[src/rgb_box_blur_3x3_core_macros.svh]
// Assertion helpers shared by the blur core. Each expects clk_i and rst_ni in scope.
`ifndef RGB_BOX_BLUR_3X3_CORE_MACROS_SVH
`define RGB_BOX_BLUR_3X3_CORE_MACROS_SVH

// Condition holds at every clock edge outside reset.
`define RBB_ASSERT_ALWAYS(name, cond, msg) \
  name: assert property (@(posedge clk_i) disable iff (!rst_ni) (cond)) \
    else $error(msg);

// Consequent holds in the same cycle as the antecedent.
`define RBB_ASSERT_IMPLIES(name, ante, cons, msg) \
  name: assert property (@(posedge clk_i) disable iff (!rst_ni) (ante) |-> (cons)) \
    else $error(msg);

`endif

[src/rbb_pkg.sv]
package rbb_pkg;

  localparam int unsigned MAX_WIDTH  = 2048;
  localparam int unsigned MAX_HEIGHT = 4096;
  localparam int unsigned MIN_DIM    = 3;

  localparam int unsigned COL_W      = $clog2(MAX_WIDTH);
  localparam int unsigned IMG_W_W    = 12;
  localparam int unsigned IMG_H_W    = 13;
  // row index runs to height + 1 while draining
  localparam int unsigned ROW_W      = 13;
  localparam int unsigned CFG_DATA_W = 13;
  localparam int unsigned CFG_IDX_W  = 2;

  localparam int unsigned CH_W       = 8;
  localparam int unsigned PIX_W      = 3 * CH_W;
  localparam int unsigned LINE_W     = 2 * PIX_W;
  localparam int unsigned CSUM_W     = CH_W + 2;
  localparam int unsigned TOT_W      = CH_W + 4;

  localparam logic [IMG_W_W-1:0] WIDTH_RESET  = IMG_W_W'(640);
  localparam logic [IMG_H_W-1:0] HEIGHT_RESET = IMG_H_W'(480);

  // floor(t / 9) == (t * 3641) >> 15 for every t below 4096
  localparam int unsigned RECIP_9     = 3641;
  localparam int unsigned RECIP_W     = 12;
  localparam int unsigned RECIP_SHIFT = 15;

  localparam int unsigned OUT_DEPTH   = 8;
  localparam int unsigned OUT_PTR_W   = $clog2(OUT_DEPTH);
  localparam int unsigned OUT_CNT_W   = $clog2(OUT_DEPTH + 1);

  typedef enum logic [CFG_IDX_W-1:0] {
    REG_IMAGE_WIDTH  = 2'd0,
    REG_IMAGE_HEIGHT = 2'd1
  } cfg_reg_e;

  typedef struct packed {
    logic [CH_W-1:0] red;
    logic [CH_W-1:0] green;
    logic [CH_W-1:0] blue;
  } rgb_t;

  typedef struct packed {
    logic [CSUM_W-1:0] red;
    logic [CSUM_W-1:0] green;
    logic [CSUM_W-1:0] blue;
  } csum_t;

  typedef struct packed {
    logic  emit;
    logic  interior;
    logic  frame_end;
    rgb_t  center;
    csum_t older;
    csum_t middle;
    csum_t newest;
  } avg_req_t;

  typedef struct packed {
    logic frame_end;
    rgb_t pix;
  } out_item_t;

  typedef struct packed {
    logic      valid;
    out_item_t item;
  } avg_rsp_t;

  function automatic csum_t col_sum(rgb_t a, rgb_t b, rgb_t c);
    csum_t s;
    s.red   = CSUM_W'(a.red)   + CSUM_W'(b.red)   + CSUM_W'(c.red);
    s.green = CSUM_W'(a.green) + CSUM_W'(b.green) + CSUM_W'(c.green);
    s.blue  = CSUM_W'(a.blue)  + CSUM_W'(b.blue)  + CSUM_W'(c.blue);
    return s;
  endfunction

endpackage

[src/rbb_avg.sv]
module rbb_avg (
  input  logic              clk_i,
  input  logic              rst_ni,
  input  rbb_pkg::avg_req_t req_i,
  output rbb_pkg::avg_rsp_t rsp_o
);

  typedef struct packed {
    logic [rbb_pkg::TOT_W-1:0] red;
    logic [rbb_pkg::TOT_W-1:0] green;
    logic [rbb_pkg::TOT_W-1:0] blue;
  } tot_t;

  function automatic logic [rbb_pkg::CH_W-1:0] div9(logic [rbb_pkg::TOT_W-1:0] t);
    logic [rbb_pkg::TOT_W+rbb_pkg::RECIP_W-1:0] prod;
    prod = (rbb_pkg::TOT_W + rbb_pkg::RECIP_W)'(t) *
           (rbb_pkg::TOT_W + rbb_pkg::RECIP_W)'(rbb_pkg::RECIP_9);
    return prod[rbb_pkg::RECIP_SHIFT +: rbb_pkg::CH_W];
  endfunction

  logic         sum_valid_q;
  tot_t         sum_tot_q;
  rbb_pkg::rgb_t sum_center_q;
  logic         sum_interior_q;
  logic         sum_frame_end_q;
  tot_t         tot_d;

  logic               rsp_valid_q;
  rbb_pkg::out_item_t rsp_item_q;
  rbb_pkg::avg_rsp_t  rsp_d;

  always_comb begin
    tot_d.red   = rbb_pkg::TOT_W'(req_i.older.red) + rbb_pkg::TOT_W'(req_i.middle.red) +
                  rbb_pkg::TOT_W'(req_i.newest.red);
    tot_d.green = rbb_pkg::TOT_W'(req_i.older.green) + rbb_pkg::TOT_W'(req_i.middle.green) +
                  rbb_pkg::TOT_W'(req_i.newest.green);
    tot_d.blue  = rbb_pkg::TOT_W'(req_i.older.blue) + rbb_pkg::TOT_W'(req_i.middle.blue) +
                  rbb_pkg::TOT_W'(req_i.newest.blue);
  end

  always_ff @(posedge clk_i or negedge rst_ni) begin
    if (!rst_ni) begin
      sum_valid_q <= 1'b0;
    end else begin
      sum_valid_q <= req_i.emit;
    end
  end

  always_ff @(posedge clk_i) begin
    sum_tot_q       <= tot_d;
    sum_center_q    <= req_i.center;
    sum_interior_q  <= req_i.interior;
    sum_frame_end_q <= req_i.frame_end;
  end

  // border positions keep the centre pixel
  always_comb begin
    rsp_d.valid          = sum_valid_q;
    rsp_d.item.frame_end = sum_frame_end_q;
    if (sum_interior_q) begin
      rsp_d.item.pix.red   = div9(sum_tot_q.red);
      rsp_d.item.pix.green = div9(sum_tot_q.green);
      rsp_d.item.pix.blue  = div9(sum_tot_q.blue);
    end else begin
      rsp_d.item.pix = sum_center_q;
    end
  end

  always_ff @(posedge clk_i or negedge rst_ni) begin
    if (!rst_ni) begin
      rsp_valid_q <= 1'b0;
    end else begin
      rsp_valid_q <= rsp_d.valid;
    end
  end

  always_ff @(posedge clk_i) begin
    rsp_item_q <= rsp_d.item;
  end

  assign rsp_o = '{valid: rsp_valid_q, item: rsp_item_q};

endmodule

[config.mk]
export PLATFORM = sky130hd
export DESIGN_NAME = rbb_avg
export DESIGN_NICKNAME = d
export VERILOG_FILES = /design/src/rgb_box_blur_3x3_core_macros.svh /design/src/rbb_pkg.sv /design/src/rbb_avg.sv
export SDC_FILE = /design/constraint.sdc
export NUM_CORES = 1
export LEC_CHECK = 0
export BUFFER_PORTS_ARGS = -buffer_cell sky130_fd_sc_hd__buf_2
export CELL_PAD_IN_SITES_DETAIL_PLACEMENT = 0
export CELL_PAD_IN_SITES_GLOBAL_PLACEMENT = 2
export CORE_ASPECT_RATIO = 0.5
export CORE_UTILIZATION = 42
export CTS_BUF_LIST = sky130_fd_sc_hd__clkbuf_4 sky130_fd_sc_hd__clkbuf_8
export DETAILED_ROUTE_END_ITERATION = 6
export PLACE_DENSITY_LB_ADDON = 0.1
export RECOVER_POWER = 25
export SYNTH_ARGS = -nofsm -noshare
export SYNTH_HDL_FRONTEND = slang
export SYNTH_SLANG_ARGS = --single-unit
[constraint.sdc]
create_clock -name clk_i -period 8 [get_ports clk_i]
set_input_delay 0.8 -clock clk_i [delete_from_list [all_inputs] [get_ports clk_i]]
set_output_delay 0.8 -clock clk_i [all_outputs]
set_load 0.02 [all_outputs]
==> impl_metrics.yaml <==
worst_setup_path:
  critical_path_required_ns: 8.30
  worst_ep_arrival_time_ns: 5.26
  worst_path_dominant_cell_family: "adder cells"
  worst-path-max-fanout: 4
  slowest_delay_ns: 0.52
  critical_path_buf_inv_count: 6
  crit_top_cell: "sky130_fd_sc_hd__inv_1"
  rrSetupSlack_ns: 3.04
  worstSetupStartpointType: "flop"
  cpMaxStageDelayCell: "sky130_fd_sc_hd__fa_1"
  category_of_the_critical_setup_timing_path: "reg -> reg"
  cp_cell_sequence: "inv_1, fa_1, inv_1, ha_1, inv_1, fa_1, inv_1, fa_1, inv_1, fa_1, inv_1, ha_1, o21a_1, a21oi_2, or3b_1, a21oi_2, o21ai_1, xor2_1, mux2_2"
  cp-end-kind: "flop"
place:
  portBuffers: 144
  dp.final_hpwl_um: 17790
  finalWeightedCongestion: 0.8622
  placed_cells: 1401
die:
  die_width_um: 219.0
  total_i_o_pin_count: 145
  core_region_area_um2: 22930
  std_cell_rows: 39
  start_util: 0.4313
  die_h_um: 110.5
  fp.dieArea_um2: 24200
yosys:
  postSynthRegisterBits: 89
  synth_area_um2: 9891
  postSynthCellCount: 955
  multiplexer_area_fraction_after_synthesis: 0.01493
  ys_dominant_reg_cell: "sky130_fd_sc_hd__dfxtp_1"
  synth_sequential_area_ratio: 0.1812
  compound_gate_portion_of_the_synthesized_area: 0.09311
  synthesis.yosys.warnings: 0
  synthXorXnorAreaFrac: 0.03719
  synthSimpleGateAreaFrac: 0.06211
  dominant_combinational_cell_family_by_area_after_synthesis: "adder cells"
  syn_nets: 1422
  synthArstFlopShare: 0.02247
  synth.avg_cell_area_um2: 10.36
  synth_enable_flop_cells: 0
  synthAdderAreaFrac: 0.5313
  yosys.cell_types.count: 60
sta:
  relSlewSlack: 0.6214
  rsz0062_at_grt: "false"
  finalCriticalPeriod_ns: 4.958
  timing.final.max_slew_violations: 0
  final_min_period_over_clock_period: 0.6198
  tightest_slew_ns: 0.5619
  fmax_mhz: 201.7
  report.final.hold_viol_count: 0
  summed_negative_setup_slack_over_all_endpoints_ns: 0
  setup_viol: 0
  clock-skew-final_ns: 0.01530
cts:
  hold_buffers: 0
  clock_tree.root_cell: "sky130_fd_sc_hd__clkbuf_8"
  cts-buffers-inserted: 9
  post-cts-setup-buffer-count: 0
  cts_resized: 0
  htreeDepth: 3
  clock-sinks: 89
  clk_pin_slew_worst_paths_ns: 0.11
  tritoncts_clock_tree: "yes"
  max-clock-path-buffers: 2
  clkLatencyLatePin_ns: 0.41
route:
  routedWlPerCell_um: 14.00
  first_pass_iters: 4
  num_vias: 6676
  ant_nets: 0
  route.detailed.drc: 0
  dr.first_iter.drc_count: 238
  drt_wl_total_um: 19840
  routed_via_density: 4.711
status:
  outcome: "finished clean"
final_layout:
  insertedDiodeCount: 0
  finalNetCount: 1572
  syn_to_final_growth_pct: 12.99
  number_of_inserted_filler_cells_in_the_final_layout: 2188
  finish.cell_count_without_fillers: 1417
  final_layout_size_suffix_gt1_frac: 0.1667
flow_run:
  drv_cap: 0
grt:
  grt_pass1_vias: 7152
  residual_overflow_from_global_routing: 0
  grtUsageTotal: 0.1767
  largest_net_degree_at_the_start_of_global_routing: 25
  number_of_antenna_violations_at_the_first_check_in_global_routing: 0
  grt_first_pass_wirelength_um: 33830
worst_hold_path:
  min_path_type: "in -> async"
-- cell usage after synthesis, types with 6 or more instances --
| library cell | count | area share |
|---|---|---|
| sky130_fd_sc_hd__o21a_1 | 12 | 0.0091 |
| sky130_fd_sc_hd__xor2_1 | 14 | 0.012 |
| sky130_fd_sc_hd__inv_1 | 203 | 0.077 |
| sky130_fd_sc_hd__nand4_1 | 10 | 0.0063 |
| sky130_fd_sc_hd__nor2_1 | 21 | 0.0080 |
| sky130_fd_sc_hd__a21oi_1 | 32 | 0.016 |
| sky130_fd_sc_hd__o21ai_0 | 26 | 0.013 |
| sky130_fd_sc_hd__xnor2_1 | 28 | 0.025 |
| sky130_fd_sc_hd__ha_1 | 228 | 0.29 |
| sky130_fd_sc_hd__fa_1 | 120 | 0.24 |
| sky130_fd_sc_hd__nor2b_1 | 6 | 0.0038 |
| sky130_fd_sc_hd__dfxtp_1 | 87 | 0.18 |
| sky130_fd_sc_hd__mux2_2 | 10 | 0.011 |
| sky130_fd_sc_hd__nand2_1 | 30 | 0.011 |
| sky130_fd_sc_hd__a21o_1 | 20 | 0.015 |
| sky130_fd_sc_hd__nor3_1 | 16 | 0.0081 |
-- final cells by class --
cell class                 count  area (um2)  share of cell area
clock inverter                 7       78.83            0.007053
sequential                    89        1792              0.1603
timing repair buffer         145       725.7             0.06494
inverter                     204       765.7             0.06852
clock buffer                   9       123.9             0.01108
multi-input combinational    656        7306              0.6537
tap                          307       384.1             0.03437
-- cell families after synthesis --
group	after synthesis
AOI/OAI and AO/OA	135
xor gates and xnor gates	42
adders and majority gates	348
buffers and inverters	210
DFF	89
muxes	13
and+or+nand+nor	118
-- path summary, 6_finish.rpt --
path                                      start          end  cells after the start
worst min register to register  sum_frame_end_q    rsp_o[24]                      0
worst max-delay path               sum_tot_q[9]     rsp_o[2]                     19
worst min-delay path                     rst_ni  sum_valid_q                      1
worst max register to register     sum_tot_q[9]     rsp_o[2]                     19
min in group clk_i              sum_frame_end_q    rsp_o[24]                      0
max in group asynchronous                rst_ni  rsp_valid_q                      1
-- metal layers --
layer | wire, um | vias to the layer above | GRT usage
met5 | 0 | - | 0
met4 | 242 | 0 | 0.04259
met3 | 566 | 18 | 0.03030
met2 | 9336 | 97 | 0.3019
met1 | 9694 | 3108 | 0.2312
li1 | - | 3453 | -
-- state kept, by name (all words and copies together) (netlist names) --
register	count
sum_tot_q	36
rsp_o	25
sum_center_q	24
rsp_valid_q	1
sum_frame_end_q	1
sum_interior_q	1
sum_valid_q	1
-- through the flow --
stage	utilization	cell area (um2)	setup slack (ns)	hold WS, ns
after global routing	0.4873	11180	2.729	0.1427
after floorplan	-	9891	3.219	0.3096
final	0.4873	11180	3.042	0.1480
after detailed placement	0.4786	10980	3.004	0.3337
after global placement	0.4786	10980	3.038	0.3117
after CTS	0.4874	11180	3.015	0.1146
-- placed cells by master (no fill, tap or decap), types with 12 or more instances in the layout --
master                    synthesis  layout
sky130_fd_sc_hd__dfxtp_1         87      87
sky130_fd_sc_hd__xnor2_1         28      28
sky130_fd_sc_hd__nor3_1          16      16
sky130_fd_sc_hd__o21ai_0         26      26
sky130_fd_sc_hd__o21a_1          12      12
sky130_fd_sc_hd__nand2_1         30      30
sky130_fd_sc_hd__a21o_1          20      20
sky130_fd_sc_hd__a21oi_1         32      32
sky130_fd_sc_hd__inv_1          203     203
sky130_fd_sc_hd__ha_1           228     228
sky130_fd_sc_hd__xor2_1          14      14
sky130_fd_sc_hd__buf_2            1     142
sky130_fd_sc_hd__nor2_1          21      21
sky130_fd_sc_hd__fa_1           120     120
Power is not shown: default switching activity piles up to over one toggle a cycle in this logic, so the estimate is an artifact.
